$ cat src/rtl/sawsat_pkg.sv
// shared types and constants for the stop-and-wait sender with adaptive timeout
// no dependencies
package sawsat_pkg;

  localparam int FRAG_W     = 16;
  localparam int OUT_TIME_W = 24;
  localparam int CFG_W      = 24;
  localparam int CFG_ADDR_W = 1;
  localparam int KIND_W     = 2;

  // input word kinds (code 3 has no meaning and is ignored)
  localparam logic [KIND_W-1:0] KIND_START = 2'd0;
  localparam logic [KIND_W-1:0] KIND_TICK  = 2'd1;
  localparam logic [KIND_W-1:0] KIND_REPLY = 2'd2;

  // configuration register indexes
  localparam logic [CFG_ADDR_W-1:0] REG_TOTAL_FRAGMENTS = 1'd0;
  localparam logic [CFG_ADDR_W-1:0] REG_INITIAL_TIMEOUT = 1'd1;

  localparam logic [FRAG_W-1:0] TOTAL_FRAGMENTS_RST = 16'd1;
  localparam logic [CFG_W-1:0]  INITIAL_TIMEOUT_RST = 24'd99999;

  typedef enum logic [1:0] {
    ACT_NONE       = 2'd0,
    ACT_SEND_NEW   = 2'd1,
    ACT_RETRANSMIT = 2'd2,
    ACT_COMPLETE   = 2'd3
  } action_t;

  typedef struct packed {
    logic [KIND_W-1:0] kind;
    logic              reply_is_ack;
  } step_t;

  typedef struct packed {
    action_t               action;
    logic [FRAG_W-1:0]     fragment_number;
    logic [OUT_TIME_W-1:0] current_timeout;
    logic [OUT_TIME_W-1:0] rtt_sample;
  } result_t;

endpackage

$ cat src/rtl/sawsat_rtt_est.sv
// rtt estimator update: estimate by 1/8, deviation by 1/4, timeout = est + 4*dev
// no dependencies; pure combinational logic
module sawsat_rtt_est #(
  parameter int TIME_BITS = 24
) (
  input  logic [TIME_BITS-1:0] est,
  input  logic [TIME_BITS-1:0] dev,
  input  logic [TIME_BITS-1:0] sample,
  output logic [TIME_BITS-1:0] est_nxt,
  output logic [TIME_BITS-1:0] dev_nxt,
  output logic [TIME_BITS-1:0] timeout_nxt
);

  localparam logic [TIME_BITS+2:0] TMAX_EXT = (TIME_BITS+3)'({TIME_BITS{1'b1}});

  logic signed [TIME_BITS:0] est_diff;
  logic signed [TIME_BITS:0] est_step;
  logic signed [TIME_BITS:0] err;
  logic [TIME_BITS-1:0]      err_abs;
  logic signed [TIME_BITS:0] dev_diff;
  logic signed [TIME_BITS:0] dev_step;
  logic [TIME_BITS+2:0]      to_sum;

  // arithmetic shifts floor toward minus infinity
  assign est_diff = $signed({1'b0, sample}) - $signed({1'b0, est});
  assign est_step = est_diff >>> 3;
  assign est_nxt  = est + est_step[TIME_BITS-1:0];

  assign err      = $signed({1'b0, sample}) - $signed({1'b0, est_nxt});
  assign err_abs  = err[TIME_BITS] ? TIME_BITS'(-err) : err[TIME_BITS-1:0];
  assign dev_diff = $signed({1'b0, err_abs}) - $signed({1'b0, dev});
  assign dev_step = dev_diff >>> 2;
  assign dev_nxt  = dev + dev_step[TIME_BITS-1:0];

  assign to_sum = {3'b000, est_nxt} + {1'b0, dev_nxt, 2'b00};

  always_comb begin
    if (to_sum > TMAX_EXT) begin
      timeout_nxt = {TIME_BITS{1'b1}};
    end else if (to_sum == '0) begin
      timeout_nxt = TIME_BITS'(1);
    end else begin
      timeout_nxt = to_sum[TIME_BITS-1:0];
    end
  end

endmodule

$ cat src/rtl/sawsat_core.sv
// sender state, configuration registers and per-word step logic
// depends on sawsat_pkg and sawsat_rtt_est
module sawsat_core #(
  parameter int TIME_BITS = 24
) (
  input  logic                                  clk,
  input  logic                                  rst_n,
  input  logic                                  cfg_we,
  input  logic [sawsat_pkg::CFG_ADDR_W-1:0]     cfg_addr,
  input  logic [sawsat_pkg::CFG_W-1:0]          cfg_wdata,
  input  logic                                  step_en,
  input  sawsat_pkg::step_t                     step,
  output sawsat_pkg::result_t                   step_res
);
  import sawsat_pkg::*;

  localparam int CW = (TIME_BITS > OUT_TIME_W) ? TIME_BITS : OUT_TIME_W;
  localparam logic [CW-1:0]        TMAX_C  = CW'({TIME_BITS{1'b1}});
  localparam logic [CW-1:0]        INIT_C  = CW'(INITIAL_TIMEOUT_RST);
  localparam logic [TIME_BITS-1:0] TO_RST  =
    (INIT_C > TMAX_C) ? {TIME_BITS{1'b1}} : INIT_C[TIME_BITS-1:0];

  logic [FRAG_W-1:0]    total_r;
  logic [CFG_W-1:0]     init_to_r;
  logic                 busy_r, busy_nxt;
  logic [FRAG_W-1:0]    frag_r, frag_nxt;
  logic [TIME_BITS-1:0] elapsed_r, elapsed_nxt;
  logic [TIME_BITS-1:0] est_r, est_nxt;
  logic [TIME_BITS-1:0] dev_r, dev_nxt;
  logic [TIME_BITS-1:0] timeout_r, timeout_nxt;
  logic [TIME_BITS-1:0] sample_r, sample_nxt;

  logic [FRAG_W-1:0]    total_eff;
  logic [CW-1:0]        init_ext;
  logic [TIME_BITS-1:0] init_to_clamped;
  logic [TIME_BITS-1:0] elapsed_inc;
  logic [TIME_BITS-1:0] upd_est, upd_dev, upd_timeout;
  action_t              action;
  logic [CW-1:0]        timeout_ext, sample_ext;

  sawsat_rtt_est #(.TIME_BITS(TIME_BITS)) u_est (
    .est         (est_r),
    .dev         (dev_r),
    .sample      (elapsed_r),
    .est_nxt     (upd_est),
    .dev_nxt     (upd_dev),
    .timeout_nxt (upd_timeout)
  );

  // zero fragment count means one fragment
  assign total_eff = (total_r == '0) ? FRAG_W'(1) : total_r;

  assign init_ext = CW'(init_to_r);
  always_comb begin
    if (init_ext > TMAX_C) begin
      init_to_clamped = {TIME_BITS{1'b1}};
    end else if (init_ext == '0) begin
      init_to_clamped = TIME_BITS'(1);
    end else begin
      init_to_clamped = init_ext[TIME_BITS-1:0];
    end
  end

  // elapsed count saturates
  assign elapsed_inc = (elapsed_r == {TIME_BITS{1'b1}}) ? elapsed_r : elapsed_r + 1'b1;

  always_comb begin
    busy_nxt    = busy_r;
    frag_nxt    = frag_r;
    elapsed_nxt = elapsed_r;
    est_nxt     = est_r;
    dev_nxt     = dev_r;
    timeout_nxt = timeout_r;
    sample_nxt  = sample_r;
    action      = ACT_NONE;
    unique case (step.kind)
      KIND_START: begin
        if (!busy_r) begin
          busy_nxt    = 1'b1;
          frag_nxt    = FRAG_W'(1);
          elapsed_nxt = '0;
          est_nxt     = '0;
          dev_nxt     = '0;
          sample_nxt  = '0;
          timeout_nxt = init_to_clamped;
          action      = ACT_SEND_NEW;
        end
      end
      KIND_TICK: begin
        if (busy_r) begin
          if (elapsed_inc >= timeout_r) begin
            elapsed_nxt = '0;
            action      = ACT_RETRANSMIT;
          end else begin
            elapsed_nxt = elapsed_inc;
          end
        end
      end
      KIND_REPLY: begin
        if (busy_r) begin
          sample_nxt  = elapsed_r;
          est_nxt     = upd_est;
          dev_nxt     = upd_dev;
          timeout_nxt = upd_timeout;
          elapsed_nxt = '0;
          if (step.reply_is_ack) begin
            if (frag_r >= total_eff) begin
              busy_nxt = 1'b0;
              action   = ACT_COMPLETE;
            end else begin
              frag_nxt = frag_r + 1'b1;
              action   = ACT_SEND_NEW;
            end
          end else begin
            action = ACT_RETRANSMIT;
          end
        end
      end
      default: begin
        action = ACT_NONE;
      end
    endcase
  end

  assign timeout_ext = CW'(timeout_nxt);
  assign sample_ext  = CW'(sample_nxt);

  always_comb begin
    step_res.action          = action;
    step_res.fragment_number = frag_nxt;
    step_res.current_timeout = timeout_ext[OUT_TIME_W-1:0];
    step_res.rtt_sample      = sample_ext[OUT_TIME_W-1:0];
  end

  always_ff @(posedge clk) begin
    if (!rst_n) begin
      total_r   <= TOTAL_FRAGMENTS_RST;
      init_to_r <= INITIAL_TIMEOUT_RST;
    end else if (cfg_we) begin
      unique case (cfg_addr)
        REG_TOTAL_FRAGMENTS: total_r   <= cfg_wdata[FRAG_W-1:0];
        REG_INITIAL_TIMEOUT: init_to_r <= cfg_wdata;
        default: ;
      endcase
    end
  end

  always_ff @(posedge clk) begin
    if (!rst_n) begin
      busy_r    <= 1'b0;
      frag_r    <= '0;
      elapsed_r <= '0;
      est_r     <= '0;
      dev_r     <= '0;
      timeout_r <= TO_RST;
      sample_r  <= '0;
    end else if (step_en) begin
      busy_r    <= busy_nxt;
      frag_r    <= frag_nxt;
      elapsed_r <= elapsed_nxt;
      est_r     <= est_nxt;
      dev_r     <= dev_nxt;
      timeout_r <= timeout_nxt;
      sample_r  <= sample_nxt;
    end
  end

endmodule

$ cat src/rtl/stop_and_wait_sender_adaptive_timeout.sv
// stop-and-wait sender: each accepted word is staged in the input register, then its result is registered
// throughput one word per cycle unless out_tready stalls; input register, one step of logic, result register
// the step logic is one pass: saturating count compare, or the rtt estimator chain
// reset (rst_n low, synchronous): idle, fragment 0, estimator cleared,
// timeout from the default initial timeout, both channels empty
// depends on sawsat_pkg and sawsat_core
module stop_and_wait_sender_adaptive_timeout #(
  parameter int TIME_BITS = 24
) (
  input  logic                              clk,
  input  logic                              rst_n,
  // configuration write port
  input  logic                              cfg_we,
  input  logic [sawsat_pkg::CFG_ADDR_W-1:0] cfg_addr,
  input  logic [sawsat_pkg::CFG_W-1:0]      cfg_wdata,
  // input words
  input  logic                              in_tvalid,
  output logic                              in_tready,
  input  logic [7:0]                        in_tdata,  // [0] reply_is_ack, [7:1] zero
  input  logic [1:0]                        in_tuser,  // [1:0] kind
  // result words
  output logic                              out_tvalid,
  input  logic                              out_tready,
  output logic [63:0]                       out_tdata, // [15:0] fragment_number,
                                                       // [39:16] current_timeout,
                                                       // [63:40] rtt_sample
  output logic [1:0]                        out_tuser  // [1:0] action
);
  import sawsat_pkg::*;

  // input stage register
  logic    in_valid_r, in_valid_nxt;
  step_t   in_step_r;
  // result register
  logic    out_valid_r, out_valid_nxt;
  result_t out_res_r;

  logic    in_acc;
  logic    advance;   // result register can take a new word this cycle
  logic    step_en;   // the staged word is processed this cycle
  result_t step_res;

  assign advance   = !out_valid_r || out_tready;
  assign step_en   = in_valid_r && advance;
  assign in_tready = !in_valid_r || advance;
  assign in_acc    = in_tvalid && in_tready;

  // the state update and the result capture happen on the same edge,
  // so the next staged word always sees the updated state
  sawsat_core #(.TIME_BITS(TIME_BITS)) u_core (
    .clk       (clk),
    .rst_n     (rst_n),
    .cfg_we    (cfg_we),
    .cfg_addr  (cfg_addr),
    .cfg_wdata (cfg_wdata),
    .step_en   (step_en),
    .step      (in_step_r),
    .step_res  (step_res)
  );

  always_comb begin
    if (in_acc) begin
      in_valid_nxt = 1'b1;
    end else if (step_en) begin
      in_valid_nxt = 1'b0;
    end else begin
      in_valid_nxt = in_valid_r;
    end
  end

  always_comb begin
    if (step_en) begin
      out_valid_nxt = 1'b1;
    end else if (out_tready) begin
      out_valid_nxt = 1'b0;
    end else begin
      out_valid_nxt = out_valid_r;
    end
  end

  always_ff @(posedge clk) begin
    if (!rst_n) begin
      in_valid_r  <= 1'b0;
      out_valid_r <= 1'b0;
    end else begin
      in_valid_r  <= in_valid_nxt;
      out_valid_r <= out_valid_nxt;
    end
  end

  // payload registers, no reset needed
  always_ff @(posedge clk) begin
    if (in_acc) begin
      in_step_r.kind         <= in_tuser;
      in_step_r.reply_is_ack <= in_tdata[0];
    end
    if (step_en) begin
      out_res_r <= step_res;
    end
  end

  assign out_tvalid = out_valid_r;
  assign out_tuser  = out_res_r.action;
  assign out_tdata  = {out_res_r.rtt_sample, out_res_r.current_timeout,
                       out_res_r.fragment_number};

  // a new fragment is never numbered zero
  a_send_nonzero: assert property (@(posedge clk) disable iff (!rst_n)
    out_valid_r && out_res_r.action == ACT_SEND_NEW |-> out_res_r.fragment_number != '0)
    else $error("send of fragment zero");

  // a retransmit only happens during a transfer, so a fragment is current
  a_retx_nonzero: assert property (@(posedge clk) disable iff (!rst_n)
    out_valid_r && out_res_r.action == ACT_RETRANSMIT |-> out_res_r.fragment_number != '0)
    else $error("retransmit with no current fragment");

  // a staged word moves into an empty result register on the next edge
  a_stage_drains: assert property (@(posedge clk) disable iff (!rst_n)
    in_valid_r && !out_valid_r |=> out_valid_r)
    else $error("staged word not moved to result register");

  // result register only fills when a staged word was there
  a_no_phantom: assert property (@(posedge clk) disable iff (!rst_n)
    !out_valid_r && !in_valid_r |=> !out_valid_r)
    else $error("result appeared without an input word");

endmodule
$ cat config.mk
export PLATFORM = sky130hd
export DESIGN_NAME = stop_and_wait_sender_adaptive_timeout
export DESIGN_NICKNAME = d
export VERILOG_FILES = /design/src/rtl/sawsat_pkg.sv /design/src/rtl/sawsat_rtt_est.sv /design/src/rtl/sawsat_core.sv /design/src/rtl/stop_and_wait_sender_adaptive_timeout.sv
export SDC_FILE = /design/constraint.sdc
export NUM_CORES = 1
export LEC_CHECK = 0
export BUFFER_PORTS_ARGS = -buffer_cell sky130_fd_sc_hd__buf_2
export CORE_MARGIN = 3
export CORE_UTILIZATION = 34
export CTS_CLUSTER_DIAMETER = 60
export DETAILED_ROUTE_END_ITERATION = 12
export SKIP_CTS_REPAIR_TIMING = 1
export SLEW_MARGIN = 15
export SYNTH_ARGS = -nofsm -noshare
export SYNTH_HDL_FRONTEND = slang
export SYNTH_SLANG_ARGS = --single-unit
$ cat constraint.sdc
create_clock -name clk -period 15.1 [get_ports clk]
set_clock_uncertainty 0.1 [all_clocks]
set_input_delay 3.02 -clock clk [delete_from_list [all_inputs] [get_ports clk]]
set_output_delay 3.02 -clock clk [all_outputs]
set_load 0.01 [all_outputs]
==> impl_metrics.env <==
export IMPL_status="completed"
export IMPL_routabilityCongestion=0.903
export IMPL_die_width_um=238
export IMPL_die_area_um2=56500
export IMPL_tns_ns=0
export IMPL_crit_top_cell="a21o_1"
export IMPL_syn_num_nets=2485
export IMPL_yosys_warnings=0
export IMPL_path_clk_slew_ns=0.06
export IMPL_final_core_util_pct=39.3
export IMPL_clk_latency_ns=0.57
export IMPL_nets=2556
export IMPL_netlist_area_um2=18300
export IMPL_cp_start_kind="flop"
export IMPL_min_path_type="flop to flop"
export IMPL_synth_seq_cells=248
export IMPL_cts_tree="done"
export IMPL_grt_pass1_wl_mm=88.3
export IMPL_vias_per_cell=5.59
export IMPL_power_density_nw_per_um2=82.2
export IMPL_numCtsBuffers=36
export IMPL_fill_cells=5398
export IMPL_regArea_um2=5660
export IMPL_syn_avg_cell_area_um2=8.07
export IMPL_final_common_cell="nand2_1"
export IMPL_synthArstFlopShare_pct=0
export IMPL_numClockSinks=248
export IMPL_fp_coreArea_um2=52900
export IMPL_drt_wl_total_mm=56.5
export IMPL_grt_overflow_total=0
export IMPL_place_hpwl_mm=42.2
export IMPL_wl_per_cell_um=18.5
export IMPL_max_freq_mhz=70.8
export IMPL_dr_pass1_iters=6
export IMPL_critical_path_arrival_ns=14.45
export IMPL_clock_root_buffer="clkbuf_16"
export IMPL_crit_path_top_delay_cell="or3b_2"
export IMPL_setup_violations=0
export IMPL_synth_edf_count=69
export IMPL_finalHoldViolations=0
export IMPL_ir_drop_mv=0.0591
export IMPL_boundaryPins=108
export IMPL_grt_pass1_vias=16200
export IMPL_drcViolationCount=0
export IMPL_grt_use_total_pct=19.3
export IMPL_port_buffers=100
export IMPL_worstSetupPathType="flop to flop"
export IMPL_multi_input_area_um2=11700
export IMPL_relSlewSlack_pct=25.6
export IMPL_min_period_ns=14.12
export IMPL_syn_to_final_growth_pct=13.9
export IMPL_worstMarginPinSlew_ns=1.11
export IMPL_crit_path_max_incr_delay_ns=0.47
export IMPL_drt_iter0_markers=1177
export IMPL_grt_start_max_net_pins=91
export IMPL_die_h_um=238
export IMPL_cts_buffer_depth=3
export IMPL_ant_nets=0
export IMPL_start_util_pct=34.5
export IMPL_ys_types=79
export IMPL_rsz0062_at_grt="false"
export IMPL_layout_drive_gt1_share_pct=9.86
export IMPL_antenna_found_initial=0
export IMPL_ys_flop_type="dfxtp_1"
export IMPL_leakagePower_uw=0.00869
export IMPL_cp_end_kind="flop"
export IMPL_layout_common_cells="nand2_1, a21oi_1, nor2_1"
export IMPL_fin_crit_sh_pct=93.5
export IMPL_fp_row_count=84
export IMPL_cp_max_fo=7
export IMPL_postSynthCellCount=2263
export IMPL_cp_required_ns=15.42
export IMPL_diodes=0
export IMPL_synth_yosys_seq_area_share_pct=31.0
export IMPL_vias=17000
export IMPL_slew_violations=0
export IMPL_maxCapViolCount=0
export IMPL_cts_htree_levels=2
metrics by stage:
| step | hold WS [ns] | power [µW] | cell area, µm² | std cells | worst slack, ns |
|---|---|---|---|---|---|
| final | 0.357 | 1710 | 20800 | 3050 | 0.975 |
| after floorplan | 0.337 | 805 | 18300 | 2263 | 2.51 |
| after global routing | 0.375 | 1770 | 20800 | 3050 | 0.0410 |
| after global placement | 0.342 | 850 | 19500 | 2983 | 0.759 |
| after CTS | 0.360 | 1730 | 20700 | 3049 | 0.654 |
| after detailed placement | 0.351 | 852 | 19500 | 2983 | 0.722 |
report_power, final:
part           switching, µW  internal [µW]  leakage, µW
Combinational           84.2           38.7      0.00602
Clock                    352            519     0.000585
Sequential              11.8            704      0.00208
area by class of cell:
class | count | area share, %
clock inverters | 23 | 1.25
repair buffers | 137 | 3.74
well taps | 688 | 4.14
multi-input cells | 1764 | 56.4
inverters | 147 | 2.68
flip-flops and latches | 248 | 27.2
clock buffers | 43 | 4.65
registers in the layout, summed over array words and instances, names as in the netlist:
register,cells
in_step_r,3
in_valid_r,1
out_tdata,64
out_tuser,2
out_tvalid,1
u_core.busy_r,1
u_core.dev_r,24
u_core.elapsed_r,24
u_core.est_r,24
u_core.frag_r,16
u_core.init_ext,24
u_core.sample_r,24
u_core.timeout_r,24
u_core.total_r,16
synthesized netlist by cell type, drive strengths merged (17+ instances only):
| library cell | count | share of area [%] |
|---|---|---|
| o21a | 27 | 1.1 |
| inv | 146 | 3.0 |
| edfxtp | 69 | 11 |
| nand4 | 25 | 0.86 |
| a31oi | 35 | 1.2 |
| nor2b | 30 | 1.0 |
| a21o | 73 | 3.0 |
| a21oi | 219 | 6.0 |
| o21ai | 99 | 2.7 |
| xnor2 | 109 | 5.2 |
| nor3 | 42 | 1.2 |
| nand2 | 227 | 4.7 |
| nor2 | 207 | 4.3 |
| ha | 178 | 12 |
| clkbuf | 96 | 2.0 |
| nand2b | 25 | 0.86 |
| a22oi | 66 | 2.7 |
| and2 | 17 | 0.58 |
| dfxtp | 179 | 20 |
| nand3 | 63 | 1.7 |
| and3 | 24 | 0.82 |
| a22o | 27 | 1.3 |
| nor4 | 24 | 0.82 |
| xor2 | 40 | 1.9 |
final timing paths:
| path | cells after the start | end | from | slack, ns |
|---|---|---|---|---|
| worst min-delay path | 2 | u_core.sample_r[6] | u_core.sample_r[6] | 0.36 |
| worst max register to register | 71 | u_core.timeout_r[0] | u_core.est_r[1] | 0.98 |
| worst min register to register | 2 | u_core.sample_r[6] | u_core.sample_r[6] | 0.36 |
| worst max-delay path | 71 | u_core.timeout_r[0] | u_core.est_r[1] | 0.98 |
routing by layer:
layer  vias up  global-route usage (%)  wire, µm  share of wire [%]
li1       8329                       -         -                  -
met1      8110                    26.1     25300                 45
met2       507                    31.6     26000                 46
met3        93                    3.00      3450                6.1
met4         0                    6.58      1760                3.1
met5         -                       0         0                  0
critical path: cells and delay by family, from the launching register on:
kind | cells | cell delay (ns)
and+or+nand+nor | 17 | 2.80
buffers and inverters | 4 | 0.55
adders and majority gates | 6 | 1.95
AOI/OAI and AO/OA | 39 | 7.37
xor gates and xnor gates | 5 | 0.80
DFF | 1 | 0.36
kinds of logic (layout without fill, tap and decap cells):
group           after synthesis  count (layout)  synth area share [%]
compound gates              680             680                  24.3
xor+xnor                    150             150                  7.27
fa+ha+maj                   187             187                  12.9
buf+inv                     251             350                  5.17
flops                       248             248                  31.0
mux                           7               7                 0.390
simple gates                740             740                  19.0
(Power assumes the default switching activity.)
